===== config.mk =====
export PLATFORM = sky130hd
export DESIGN_NAME = gmtd_ctrl
export DESIGN_NICKNAME = d
export VERILOG_FILES = /design/src/rtl/gmtd_pkg.sv /design/src/rtl/gmtd_ctrl.sv
export SDC_FILE = /design/constraint.sdc
export NUM_CORES = 1
export LEC_CHECK = 0
export ABC_CLOCK_PERIOD_IN_PS = 3400
export BUFFER_PORTS_ARGS = -buffer_cell sky130_fd_sc_hd__buf_4
export CORE_AREA = 2 2 39 41
export CTS_CLUSTER_DIAMETER = 50
export DETAILED_ROUTE_END_ITERATION = 7
export DIE_AREA = 0 0 41 43
export PLACE_DENSITY = 0.7
export SETUP_SLACK_MARGIN = 0.3
export SYNTH_ARGS = -nofsm -noshare
export SYNTH_HDL_FRONTEND = slang
export SYNTH_SLANG_ARGS = --single-unit

===== constraint.sdc =====
create_clock -name clk -period 3.4 [get_ports clk]
set_input_delay 0.68 -clock clk [delete_from_list [all_inputs] [get_ports clk]]
set_output_delay 0.68 -clock clk [all_outputs]
set_load 0.01 [all_outputs]

===== src/rtl/gmtd_pkg.sv =====
// Shared constants, codes and types of the grid minimum-time search unit.
package gmtd_pkg;

	localparam int MAX_ROWS  = 32;
	localparam int MAX_COLS  = 32;
	localparam int TIME_BITS = 16;
	localparam int CELLS     = MAX_ROWS * MAX_COLS;
	localparam int ADDR_W    = $clog2(CELLS);
	localparam int CNT_W     = $clog2(CELLS + 1);
	localparam int ROW_W     = $clog2(MAX_ROWS);
	localparam int COL_W     = $clog2(MAX_COLS);
	localparam int DIM_W     = 6;
	localparam int CFG_IDX_W = 1;
	localparam int DIST_W    = 17;
	localparam logic [DIST_W-1:0] DIST_MAX = '1;

	typedef enum logic [CFG_IDX_W-1:0] {
		REG_ROWS = 1'b0,
		REG_COLS = 1'b1
	} cfg_reg_t;

	typedef enum logic [3:0] {
		S_LOAD,
		S_CHK1,
		S_CHK2,
		S_CHK3,
		S_CLEAR,
		S_START,
		S_SCAN,
		S_SCAN_END,
		S_PICK,
		S_NREAD,
		S_NWRITE,
		S_EMIT_OK,
		S_EMIT_UNR
	} ctrl_state_t;

	typedef enum logic [3:0] {
		DP_IDLE,
		DP_CHK1,
		DP_CHK2,
		DP_CLEAR,
		DP_START,
		DP_SCAN,
		DP_MARK,
		DP_NREAD,
		DP_NWRITE,
		DP_EMIT_OK,
		DP_EMIT_UNR
	} dp_op_t;

	typedef struct packed {
		logic chk_block;
		logic clear_last;
		logic scan_last;
		logic pick_none;
		logic pick_target;
		logic nbr_last;
		logic out_free;
	} dp_sts_t;

	typedef struct packed {
		logic              visited;
		logic              reached;
		logic [DIST_W-1:0] t_arr;
	} node_t;

endpackage


===== src/rtl/gmtd_ctrl.sv =====
// Controller state machine that sequences loading, clearing, scanning and relaxation.
module gmtd_ctrl (
	input  logic                  clk,
	input  logic                  arst_n,
	input  logic                  req_valid,
	input  logic                  req_last,
	output logic                  req_ready,
	output gmtd_pkg::dp_op_t      op,
	input  gmtd_pkg::dp_sts_t     sts
);

	gmtd_pkg::ctrl_state_t state_q, state_d;

	always_ff @(posedge clk or negedge arst_n) begin
		if (!arst_n) begin
			state_q <= gmtd_pkg::S_LOAD;
		end else begin
			state_q <= state_d;
		end
	end

	always_comb begin
		state_d = state_q;
		case (state_q)
			gmtd_pkg::S_LOAD: begin
				if (req_valid && req_last) begin
					state_d = gmtd_pkg::S_CHK1;
				end
			end
			gmtd_pkg::S_CHK1:     state_d = gmtd_pkg::S_CHK2;
			gmtd_pkg::S_CHK2:     state_d = gmtd_pkg::S_CHK3;
			gmtd_pkg::S_CHK3: begin
				state_d = sts.chk_block ? gmtd_pkg::S_EMIT_UNR : gmtd_pkg::S_CLEAR;
			end
			gmtd_pkg::S_CLEAR: begin
				if (sts.clear_last) begin
					state_d = gmtd_pkg::S_START;
				end
			end
			gmtd_pkg::S_START:    state_d = gmtd_pkg::S_SCAN;
			gmtd_pkg::S_SCAN: begin
				if (sts.scan_last) begin
					state_d = gmtd_pkg::S_SCAN_END;
				end
			end
			gmtd_pkg::S_SCAN_END: state_d = gmtd_pkg::S_PICK;
			gmtd_pkg::S_PICK: begin
				if (sts.pick_none) begin
					state_d = gmtd_pkg::S_EMIT_UNR;
				end else if (sts.pick_target) begin
					state_d = gmtd_pkg::S_EMIT_OK;
				end else begin
					state_d = gmtd_pkg::S_NREAD;
				end
			end
			gmtd_pkg::S_NREAD:    state_d = gmtd_pkg::S_NWRITE;
			gmtd_pkg::S_NWRITE: begin
				state_d = sts.nbr_last ? gmtd_pkg::S_SCAN : gmtd_pkg::S_NREAD;
			end
			gmtd_pkg::S_EMIT_OK, gmtd_pkg::S_EMIT_UNR: begin
				if (sts.out_free) begin
					state_d = gmtd_pkg::S_LOAD;
				end
			end
			default:              state_d = gmtd_pkg::S_LOAD;
		endcase
	end

	always_comb begin
		req_ready = 1'b0;
		op        = gmtd_pkg::DP_IDLE;
		case (state_q)
			gmtd_pkg::S_LOAD:     req_ready = 1'b1;
			gmtd_pkg::S_CHK1:     op = gmtd_pkg::DP_CHK1;
			gmtd_pkg::S_CHK2:     op = gmtd_pkg::DP_CHK2;
			gmtd_pkg::S_CLEAR:    op = gmtd_pkg::DP_CLEAR;
			gmtd_pkg::S_START:    op = gmtd_pkg::DP_START;
			gmtd_pkg::S_SCAN:     op = gmtd_pkg::DP_SCAN;
			gmtd_pkg::S_PICK: begin
				if (!sts.pick_none && !sts.pick_target) begin
					op = gmtd_pkg::DP_MARK;
				end
			end
			gmtd_pkg::S_NREAD:    op = gmtd_pkg::DP_NREAD;
			gmtd_pkg::S_NWRITE:   op = gmtd_pkg::DP_NWRITE;
			gmtd_pkg::S_EMIT_OK: begin
				if (sts.out_free) begin
					op = gmtd_pkg::DP_EMIT_OK;
				end
			end
			gmtd_pkg::S_EMIT_UNR: begin
				if (sts.out_free) begin
					op = gmtd_pkg::DP_EMIT_UNR;
				end
			end
			default:              op = gmtd_pkg::DP_IDLE;
		endcase
	end

`ifndef SYNTHESIS
	a_last_starts_check: assert property (@(posedge clk) disable iff (!arst_n)
		(state_q == gmtd_pkg::S_LOAD && req_valid && req_last) |=> state_q == gmtd_pkg::S_CHK1)
		else $error("Last cell transfer did not start the search.");
	a_emit_when_free: assert property (@(posedge clk) disable iff (!arst_n)
		(op == gmtd_pkg::DP_EMIT_OK || op == gmtd_pkg::DP_EMIT_UNR) |-> sts.out_free)
		else $error("Result loaded while the output register was still full.");
	a_nbr_back_to_scan: assert property (@(posedge clk) disable iff (!arst_n)
		(state_q == gmtd_pkg::S_NWRITE && sts.nbr_last) |=> state_q == gmtd_pkg::S_SCAN)
		else $error("Neighbor relaxation did not return to the scan.");
`endif

endmodule


Yosys cells after proc, flatten, opt, wreduce, memory -nomap -nowiden

Index checks and enable logic that the tools add are counted.

Register bits: 4
Input bits: 11
Logic and storage cells: 38

Equality and inequality tests: 16
Mux-type cells: 14
Reduce and logical (&&, ||, !) cells: 7

Operator list:

| kind                 | count |
|---|---|
| $pmux W4 S12         | 1 |
| $pmux W4 S10         | 1 |
| $mux W4              | 8 |
| $eq A4 B4 Y1 const B | 5 |
| $eq A4 B3 Y1 const B | 4 |
| $eq A4 B2 Y1 const B | 2 |
| $ne A2 B2 Y1 const B | 4 |
| $mux W3              | 2 |
| $eq A4 B1 Y1 const B | 1 |
| $logic_not A4 Y1     | 1 |
| $reduce_and A4 Y1    | 1 |
| $logic_and A1 B1 Y1  | 2 |
| $logic_not A1 Y1     | 2 |
| $mux W2              | 1 |
| $reduce_or A2 Y1     | 1 |
| $mux W1              | 1 |

Depth between registers and ports, before layout

Gate-level depths: netlist of the first run.

Depth after elaboration: 4
Depth in mapped cells: 5

Least setup slack after synthesis of the first run

OpenSTA, ideal clock, no wires.

Path kind: input -> output
Start: in sts[2] (netlist bit)
End: out op[1]
Data arrival time: 1.156 ns
Path slack: 1.564 ns
Cell stages on the path: 4
Cell sequence: nor2_1 -> o21a_1 -> a31oi_1 -> o32ai_1

Word-level cells in the longest chain between the ends: 4

Ends and longest elaborated chain:

| what                | line            | source |
|---|---|---|
| start, declared     | gmtd_ctrl.sv:9  | `input gmtd_pkg::dp_sts_t sts` |
| $logic_not A1 Y1    | gmtd_ctrl.sv:80 | `if (!sts.pick_none && !sts.pick_target) begin` |
| $logic_and A1 B1 Y1 | gmtd_ctrl.sv:80 |  |
| $mux W3             | gmtd_ctrl.sv:80 |  |
| $pmux W4 S10        | gmtd_ctrl.sv:72 | `case (state_q)` |
| end, declared       | gmtd_ctrl.sv:8  | `output gmtd_pkg::dp_op_t op,` |

No other way between the ends.

Worst setup path in the final report of the first run

Start: reg state_q[2]
End: out op[1]

Word-level cells in the longest chain between the ends: 2

Ends and longest elaborated chain:

| what                                 | line            | source |
|---|---|---|
| start, declared                      | gmtd_ctrl.sv:12 | `gmtd_pkg::ctrl_state_t state_q, state_d;` |
| start signal, assigned               | gmtd_ctrl.sv:16 | `state_q <= gmtd_pkg::S_LOAD;` |
| start signal, assigned               | gmtd_ctrl.sv:18 | `state_q <= state_d;` |
| $eq A4 B4 Y1 (tied with other cells) | gmtd_ctrl.sv:72 |  |
| $pmux W4 S10 (*)                     | gmtd_ctrl.sv:72 |  |

Mark *: on every way between the ends. The rest lies on a longest branch, timed or not.

==> results.py, run 1 <==
metrics = {
    "run_status": {
        "status": "finished, final reports clean",
    },
    "yosys": {
        "netlist_top_cells_area": "dfrtp_1 (22%), mux2i_1 (6.6%), nand3b_1 (5.0%), a21oi_1 (4.4%), buf_2 (4.4%)",
        "synth_cell_types": 32,
        "yosysSeqAreaShare_pct": 22.0,
        "synth_largest_area_cell": "dfrtp_1",
        "yosys_warnings": 0,
        "synth_nets": 68,
        "syn_avg_cell_area_um2": 7.97,
        "ys_ff_latch": 4,
        "syn_inst": 57,
        "yosysTopAreaCellShare_pct": 22.0,
        "synth_area_um2": 454,
    },
    "final_layout": {
        "largest_register": "state_q",
        "largest_reg_flops": 4,
        "antenna_cells": 0,
        "fin_area_um2": 589,
        "nFillCells": 150,
        "stdcell_count": 87,
        "drive_gt1_share_pct": 32.4,
        "reg_top3": "state_q x4",
        "syn2layout_area_growth_pct": 29.8,
        "fin_nets": 84,
    },
    "placement": {
        "dp_hpwl_um": 787,
        "postPlaceCellArea_um2": 567,
        "portBuffers": 15,
        "gp_congestion": 0.835,
        "dp.cells": 84,
    },
    "power_and_ir_drop": {
        "power.density_nw_per_um2": 912,
        "p_leak_uw": 0.000274,
        "ir_drop_v": 0.000382,
    },
    "setup_path": {
        "r2r-start": "state_q[2]",
        "r2r_end": "state_q[2]",
        "crit_path_end_kind": "primary output",
        "crit_arrival_ns": 1.65,
        "critPathMaxFanout": 17,
        "worst_r2r_path_depth": 4,
        "cp-start-kind": "register",
        "reg2reg_slack_ns": 1.58,
        "required_ns": 2.72,
        "timing_worst_setup_path_type": "reg2out",
    },
    "sta": {
        "setup_viol": 0,
        "period_share_pct": 68.5,
        "grt_setup_unrepaired": "false",
        "max-slew-margin-rel_pct": 68.3,
        "drv_slew": 0,
        "skew_ns": 0.00196,
        "worst_pin_slew_ns": 0.475,
        "final.setup.tns_ns": 0,
        "max_clock_freq_mhz": 430,
        "period_minus_slack_ns": 2.33,
        "holdWs_ns": 0.232,
        "hold_viol": 0,
    },
    "die": {
        "ios": 16,
        "die_area_um2": 1760,
        "rows": 14,
        "die_h_um": 43,
        "initial_utilization_pct": 32.8,
        "die_w_um": 41,
        "coreArea_um2": 1380,
    },
    "cts": {
        "path_clk_slew_ns": 0.04,
        "clk_path_buf_depth": 2,
        "clk_latency_ns": 0.23,
        "cts_hold_buf": 0,
        "htreeDepth": 1,
        "postCtsSetupBuffers": 0,
        "cts_root_buffer": "clkbuf_4",
        "cts_buffers": 3,
        "cts_tree": "built",
        "cts.sinks": 4,
        "cts.repair.resized": 0,
    },
    "global_routing": {
        "grt_pass1_vias": 421,
        "gr-total-overflow": 0,
        "grt.total_usage_pct": 14.6,
        "antenna_found_initial": 0,
        "grt_pass1_wl_mm": 1.75,
        "grt_max_degree": 18,
    },
    "route": {
        "drt_iter0_markers": 10,
        "vias_per_cell": 5.49,
        "post_drt_wl_per_cell_um": 11.9,
        "drc": 0,
        "drtPass1Iterations": 6,
        "antenna_left": 0,
        "wl_mm": 1.03,
        "vias": 478,
    },
    "job": {
        "drv_cap": 0,
    },
    "min_path": {
        "hold_path_class": "in2async",
    },
}
[cells by family after synthesis]
logic type | count (synthesis) | share of synthesized area, %
and+or+nand+nor | 24 | 31.4
AOI/OAI and AO/OA | 17 | 26.2
buffers and inverters | 6 | 6.06
muxes | 5 | 12.4
DFF | 4 | 22.0
xor gates and xnor gates | 1 | 1.93
[per-stage QoR]
stage / worst slack, ns / power (uW) / utilization (%)
after global routing: 0.938 / 584 / 42.6
after CTS: 1.07 / 544 / 42.6
after global placement: 1.29 / 477 / 41.0
final: 1.07 / 537 / 42.6
after floorplan: 1.56 / 388 / -
after detailed placement: 1.29 / 482 / 41.0
[synthesized netlist by cell type]
master	n
mux2_4	1
nor2b_1	2
a221o_1	1
mux2i_1	3
nand2_1	4
a21oi_2	1
a221o_2	1
o21a_1	1
mux2_2	1
and4b_1	1
nor3_1	1
buf_2	4
or3_1	1
or3b_1	1
a31oi_1	2
nand4b_1	1
nand3b_1	3
nor4_1	1
nand2b_1	3
a22oi_1	1
o22ai_1	1
xor2_1	1
inv_1	2
o21ai_0	2
nor2_1	4
dfrtp_1	4
a211o_1	1
and2b_1	1
a21o_1	1
o32ai_1	1
nor2_2	1
a21oi_1	4
[worst max-delay path, stage by stage, from the launching register on]
cell	delay, ns
dfrtp_1	0.63
and2b_1	0.28
o21a_1	0.11
a31oi_1	0.13
o32ai_1	0.10
buf_4	0.17
[power by group]
part           total (uW)  switching, uW  leakage, uW  internal [uW]
clock                57.9           18.5    0.0000138           39.4
sequential            157           86.1    0.0000490           71.1
combinational         322            138     0.000211            184
total                 537            242     0.000274            295
[metal layers]
layer,wire [um],global-route usage [%],share of wire (%),vias to the layer above
met5,0,0,0,-
met4,7,6.00,0.68,0
met3,75,4.71,7.3,2
met2,504,21.6,49,17
met1,446,18.7,43,218
li1,-,-,-,241
[worst max path at each step]
stage                    start  endpoint  slack [ns]  cells after the start
finish              state_q[2]     op[1]        1.07                      5
global route        state_q[2]     op[1]        0.94                      5
CTS                 state_q[2]     op[1]        1.07                      5
detailed placement      sts[0]     op[1]        1.29                      5
global placement        sts[0]     op[1]        1.29                      5
floorplan               sts[2]     op[1]        1.56                      4
[layout make-up]
| cell class | count | area (um^2) | share of cell area (%) |
|---|---|---|---|
| tap | 16 | 20.0 | 3.40 |
| timing repair buffer | 15 | 113 | 19.1 |
| multi-input combinational | 47 | 327 | 55.4 |
| sequential | 4 | 100 | 17.0 |
| clock buffer | 3 | 22.5 | 3.82 |
| inverter | 2 | 7.51 | 1.27 |
[cell usage in the layout (no fill, tap or decap), types with 2 or more instances in the layout]
| cell | count |
|---|---|
| mux2i_1 | 3 |
| nand3b_1 | 3 |
| a21oi_1 | 4 |
| clkbuf_4 | 3 |
| buf_4 | 15 |
| nand2_1 | 4 |
| inv_1 | 2 |
| a31oi_1 | 2 |
| o21ai_0 | 2 |
| nor2_1 | 4 |
| dfrtp_1 | 4 |
| nor2b_1 | 2 |
| nand2b_1 | 3 |
(Power assumes the default switching activity.)
==> inputs of run 2 (changes only) <==
--- a/config.mk
+++ b/config.mk
@@ -5,13 +5,13 @@
 export SDC_FILE = /design/constraint.sdc
 export NUM_CORES = 1
 export LEC_CHECK = 0
-export ABC_CLOCK_PERIOD_IN_PS = 3400
+export ABC_CLOCK_PERIOD_IN_PS = 2000
 export BUFFER_PORTS_ARGS = -buffer_cell sky130_fd_sc_hd__buf_4
 export CORE_AREA = 2 2 39 41
 export CTS_CLUSTER_DIAMETER = 50
 export DETAILED_ROUTE_END_ITERATION = 7
 export DIE_AREA = 0 0 41 43
-export PLACE_DENSITY = 0.7
+export PLACE_DENSITY = 0.72
 export SETUP_SLACK_MARGIN = 0.3
 export SYNTH_ARGS = -nofsm -noshare
 export SYNTH_HDL_FRONTEND = slang
==> constraint.sdc (replaced) <==
create_clock -name clk -period 2 [get_ports clk]
set_input_delay 0.4 -clock clk [delete_from_list [all_inputs] [get_ports clk]]
set_output_delay 0.4 -clock clk [all_outputs]
set_load 0.01 [all_outputs]
==> results.py, run 2 (synthesized netlist as in run 1, its figures left out) <==
metrics = {
    "sta": {
        "final.setup.tns_ns": 0,
        "hold_viol": 0,
        "skew_ns": 0.00956,
        "period_share_pct": 89.2,
        "setup_viol": 0,
        "holdWs_ns": 0.476,
        "max_clock_freq_mhz": 561,
        "period_minus_slack_ns": 1.78,
        "max-slew-margin-rel_pct": 81.5,
        "setup_slack_ns": 0.216,
        "drv_slew": 0,
        "grt_setup_unrepaired": "true",
        "worst_pin_slew_ns": 0.275,
    },
    "cts": {
        "cts_tree": "built",
        "cts.sinks": 4,
        "path_clk_slew_ns": 0.04,
        "htreeDepth": 1,
        "cts_buffers": 3,
        "clk_latency_ns": 0.25,
        "clk_path_buf_depth": 2,
        "cts_root_buffer": "clkbuf_4",
    },
    "final_layout": {
        "post-route-util_pct": 55.2,
        "drive_gt1_share_pct": 55.1,
        "antenna_cells": 0,
        "fin_nets": 102,
        "reg_top3": "state_q x4",
        "syn2layout_area_growth_pct": 68.3,
        "largest_reg_flops": 4,
        "stdcell_count": 105,
        "layout_common_cells": "buf_4 (30), nor2_1 (4), nand2_1 (4), a21oi_1 (4), dfrtp_2 (4)",
        "largest_register": "state_q",
        "layout_commonest_cell": "buf_4",
    },
    "run_status": {
        "status": "finished, final reports clean",
    },
    "die": {
        "ios": 16,
        "die_w_um": 41,
        "coreArea_um2": 1380,
        "rows": 14,
        "die_area_um2": 1760,
        "initial_utilization_pct": 32.8,
        "die_h_um": 43,
    },
    "power_and_ir_drop": {
        "ir_drop_v": 0.000737,
        "power_frac_comb_pct": 74.6,
        "internal_power_uw": 724,
        "switching_power_uw": 550,
        "swShare_pct": 43.2,
        "p_leak_uw": 0.000365,
        "pwr-share-seq_pct": 17.0,
        "p_clk_share_pct": 8.4,
        "power.density_nw_per_um2": 1670,
    },
    "setup_path": {
        "max_stage_delay_ns": 0.43,
        "worstPathCellList": "and2b_2 > o21a_1 > a31oi_1 > o32ai_1 > buf_4",
        "required_ns": 1.60,
        "cp-start-kind": "register",
        "crit_arrival_ns": 1.38,
        "timing_worst_setup_path_type": "reg2out",
        "cp_slowest_cell": "dfrtp_2",
        "crit_path_end_kind": "primary output",
        "path_buf_inv": 1,
        "critPathMaxFanout": 4,
        "critPathTopFamily": "flip-flops",
    },
    "global_routing": {
        "gr-total-overflow": 0,
        "grt_pass1_vias": 566,
        "grt.busiest_layer": "met2",
        "grtUsageMet1_pct": 23.2,
        "grt.total_usage_pct": 20.4,
        "grt_max_degree": 10,
        "antenna_found_initial": 0,
        "use_met3_pct": 7.33,
        "grt_util_met2_pct": 32.8,
        "grt_pass1_wl_mm": 2.42,
    },
    "route": {
        "drt_iter0_markers": 29,
        "post_drt_wl_per_cell_um": 15.1,
        "vias": 591,
        "vias_per_cell": 5.63,
        "wl_mm": 1.59,
        "antenna_left": 0,
        "drc": 0,
        "drtPass1Iterations": 5,
    },
    "placement": {
        "dp.cells": 86,
        "gp_congestion": 0.876,
        "pre_cts_ws_ns": 0.296,
        "dp_hpwl_um": 884,
        "portBuffers": 15,
    },
    "job": {
        "drv_cap": 0,
    },
    "min_path": {
        "hold_path_class": "in2async",
    },
}
-- run 2: worst register-to-register path, cell delays in order (launching register included) --
cell and delay, ns:
dfrtp_2 0.46, buf_4 0.16, or3b_1 0.39, a21oi_2 0.16, a221o_2 0.16, mux2_4 0.30
-- run 2: final timing paths --
path	cells after the start	end	startpoint	slack, ns
max reg2reg	5	state_q[2]	state_q[1]	0.25
max	5	op[1]	state_q[3]	0.22
min in group clk	4	state_q[3]	sts[6]	0.50
min reg2reg	2	state_q[0]	state_q[0]	0.72
min	2	state_q[2]	arst_n	0.48
max in group asynchronous	2	state_q[0]	arst_n	1.40
-- run 2: what timing repair did --
item,in CTS,in global routing
buffers inserted,12,2
hold endpoints to repair,4,0
pin swaps,4,1
hold buffers,1,0
cloned,1,0
endpoints found under the setup margin,6,8
gates resized for setup,10,2
-- run 2: cell type report --
class                           instances  area (um^2)
Timing Repair Buffer                   33          251
Tap cell                               16         20.0
Multi-Input combinational cell         47          358
Inverter                                2         7.51
Fill cell                             114          619
Clock buffer                            3         22.5
Sequential cell                         4          105
-- run 2: power by group through the flow --
stage	Clock, uW	Sequential [uW]	Combinational, uW
2_1_floorplan	0	163	497
3_3_place_gp	0	231	619
3_5_place_dp	0	235	617
4_1_cts	114	208	873
5_1_grt	120	219	1020
6_report	107	217	949
-- run 2: stage by stage --
step | area [um^2] | total power, uW
floorplan | 454 | 659
global placement | 582 | 850
detailed placement | 582 | 851
CTS | 738 | 1200
global route | 764 | 1350
finish | 764 | 1270
-- run 2: per-layer routing --
metal | vias up | wire length (um)
li1 | 279 | -
met1 | 270 | 611
met2 | 36 | 803
met3 | 6 | 139
met4 | 0 | 34
met5 | - | 0
==> inputs of run 3 (changes only) <==
--- a/config.mk
+++ b/config.mk
@@ -5,13 +5,13 @@
 export SDC_FILE = /design/constraint.sdc
 export NUM_CORES = 1
 export LEC_CHECK = 0
-export ABC_CLOCK_PERIOD_IN_PS = 2000
+export ABC_CLOCK_PERIOD_IN_PS = 2320
 export BUFFER_PORTS_ARGS = -buffer_cell sky130_fd_sc_hd__buf_4
 export CORE_AREA = 2 2 39 41
 export CTS_CLUSTER_DIAMETER = 50
 export DETAILED_ROUTE_END_ITERATION = 7
 export DIE_AREA = 0 0 41 43
-export PLACE_DENSITY = 0.72
+export PLACE_DENSITY = 0.7
 export SETUP_SLACK_MARGIN = 0.3
 export SYNTH_ARGS = -nofsm -noshare
 export SYNTH_HDL_FRONTEND = slang
==> constraint.sdc (replaced) <==
create_clock -name clk -period 2.32 [get_ports clk]
set_input_delay 0.464 -clock clk [delete_from_list [all_inputs] [get_ports clk]]
set_output_delay 0.464 -clock clk [all_outputs]
set_load 0.01 [all_outputs]
==> results.py, run 3 (synthesized netlist as in run 1, its figures left out) <==
metrics = {
    "run_status": {
        "status": "finished, final reports clean",
    },
    "final_layout": {
        "reg_top3": "state_q x4",
        "syn2layout_area_growth_pct": 32.2,
        "layout_common_cells": "buf_4 (16), nor2_1 (4), nand2_1 (4), a21oi_1 (4)",
        "drive_gt1_share_pct": 37.5,
        "fin_nets": 85,
        "antenna_cells": 0,
        "largest_register": "state_q",
        "fin_area_um2": 601,
        "post-route-util_pct": 43.4,
        "layout_commonest_cell": "buf_4",
        "largest_reg_flops": 4,
    },
    "global_routing": {
        "grt_util_met2_pct": 21.3,
        "grt_pass1_wl_mm": 1.75,
        "gr-total-overflow": 0,
        "grt_max_degree": 16,
        "grt_pass1_vias": 428,
        "use_met3_pct": 2.09,
        "antenna_found_initial": 0,
        "grtUsageMet1_pct": 19.1,
        "grt.busiest_layer": "met2",
        "grt.total_usage_pct": 14.4,
    },
    "placement": {
        "dp_hpwl_um": 833,
        "gp_congestion": 0.876,
        "postPlaceCellArea_um2": 574,
        "pre_cts_ws_ns": 0.558,
        "portBuffers": 15,
    },
    "sta": {
        "setup_slack_ns": 0.376,
        "period_share_pct": 83.8,
        "setup_viol": 0,
        "hold_viol": 0,
        "drv_slew": 0,
        "worst_pin_slew_ns": 0.412,
        "final.setup.tns_ns": 0,
        "max-slew-margin-rel_pct": 72.5,
        "period_minus_slack_ns": 1.94,
        "holdWs_ns": 0.0127,
        "skew_ns": 0.00561,
        "max_clock_freq_mhz": 514,
        "grt_setup_unrepaired": "true",
    },
    "power_and_ir_drop": {
        "p_clk_share_pct": 10.6,
        "power.density_nw_per_um2": 1360,
        "internal_power_uw": 448,
        "power_frac_comb_pct": 62.1,
        "pwr-share-seq_pct": 27.3,
        "p_leak_uw": 0.000275,
        "switching_power_uw": 368,
        "swShare_pct": 45.1,
        "ir_drop_v": 0.000374,
    },
    "route": {
        "drc": 0,
        "drtPass1Iterations": 4,
        "post_drt_wl_per_cell_um": 12.6,
        "vias": 493,
        "vias_per_cell": 5.60,
        "antenna_left": 0,
        "wl_mm": 1.11,
        "drt_iter0_markers": 12,
    },
    "min_path": {
        "hold_path_class": "in2async",
    },
    "die": {
        "die_area_um2": 1760,
        "ios": 16,
        "die_w_um": 41,
        "die_h_um": 43,
        "rows": 14,
        "coreArea_um2": 1380,
        "initial_utilization_pct": 32.8,
    },
    "cts": {
        "cts_root_buffer": "clkbuf_4",
        "path_clk_slew_ns": 0.04,
        "clk_latency_ns": 0.23,
        "cts_tree": "built",
        "clk_path_buf_depth": 2,
        "cts.sinks": 4,
        "cts_hold_buf": 0,
        "cts_buffers": 3,
        "htreeDepth": 1,
    },
    "job": {
        "drv_cap": 0,
    },
    "setup_path": {
        "critPathMaxFanout": 10,
        "crit_arrival_ns": 1.48,
        "cp-start-kind": "register",
        "crit_path_end_kind": "primary output",
        "required_ns": 1.86,
        "timing_worst_setup_path_type": "reg2out",
    },
}
run 3: cell types whose count changed in the layout (fill, tap and decap cells not counted), sizes merged:
cell and change:
buf -16, dlygate4sd3 -1
run 3: final timing paths:
path / from / to / slack [ns] / cells past startpoint
max: state_q[2] / op[2] / 0.38 / 5
min: arst_n / state_q[3] / 0.01 / 1
max reg2reg: state_q[0] / state_q[2] / 0.61 / 4
min reg2reg: state_q[1] / state_q[1] / 0.77 / 2
max in group asynchronous: arst_n / state_q[2] / 2.19 / 1
min in group clk: sts[6] / state_q[3] / 0.60 / 4
run 3: per-stage QoR:
step	total power, uW	std cells
after floorplan	568	57
after global placement	715	85
after detailed placement	722	85
after CTS	810	88
after global routing	875	88
final	816	88
run 3: power groups by stage:
stage          Combinational [uW]  Clock, uW  Sequential [uW]
6_report                      507       86.5              223
5_1_grt                       546       92.7              236
4_1_cts                       506       88.5              215
3_5_place_dp                  506          0              216
3_3_place_gp                  501          0              214
2_1_floorplan                 428          0              140
run 3: routing by layer:
layer	vias to the layer above	wire length, um
met4	0	14
met2	11	532
met3	2	50
met1	238	509
met5	-	0
li1	242	-
run 3: final cells by class:
type | instances | area, um^2
clock buffer | 3 | 22.5
inverter | 2 | 7.51
fill | 150 | 783
tap | 16 | 20.0
sequential | 4 | 104
timing repair buffer | 16 | 120
multi-input combinational | 47 | 327
run 3: timing repair:
action                                  4_1_cts  5_1_grt
endpoints found under the setup margin        0        3
setup buffers                                 0        0
resized for setup                             0        3
run 3: critical path, cell delays in order, from the launching register on:
cell     delay, ns
dfrtp_2       0.46
buf_4         0.19
xor2_1        0.14
a22oi_1       0.20
o22ai_1       0.11
buf_4         0.15
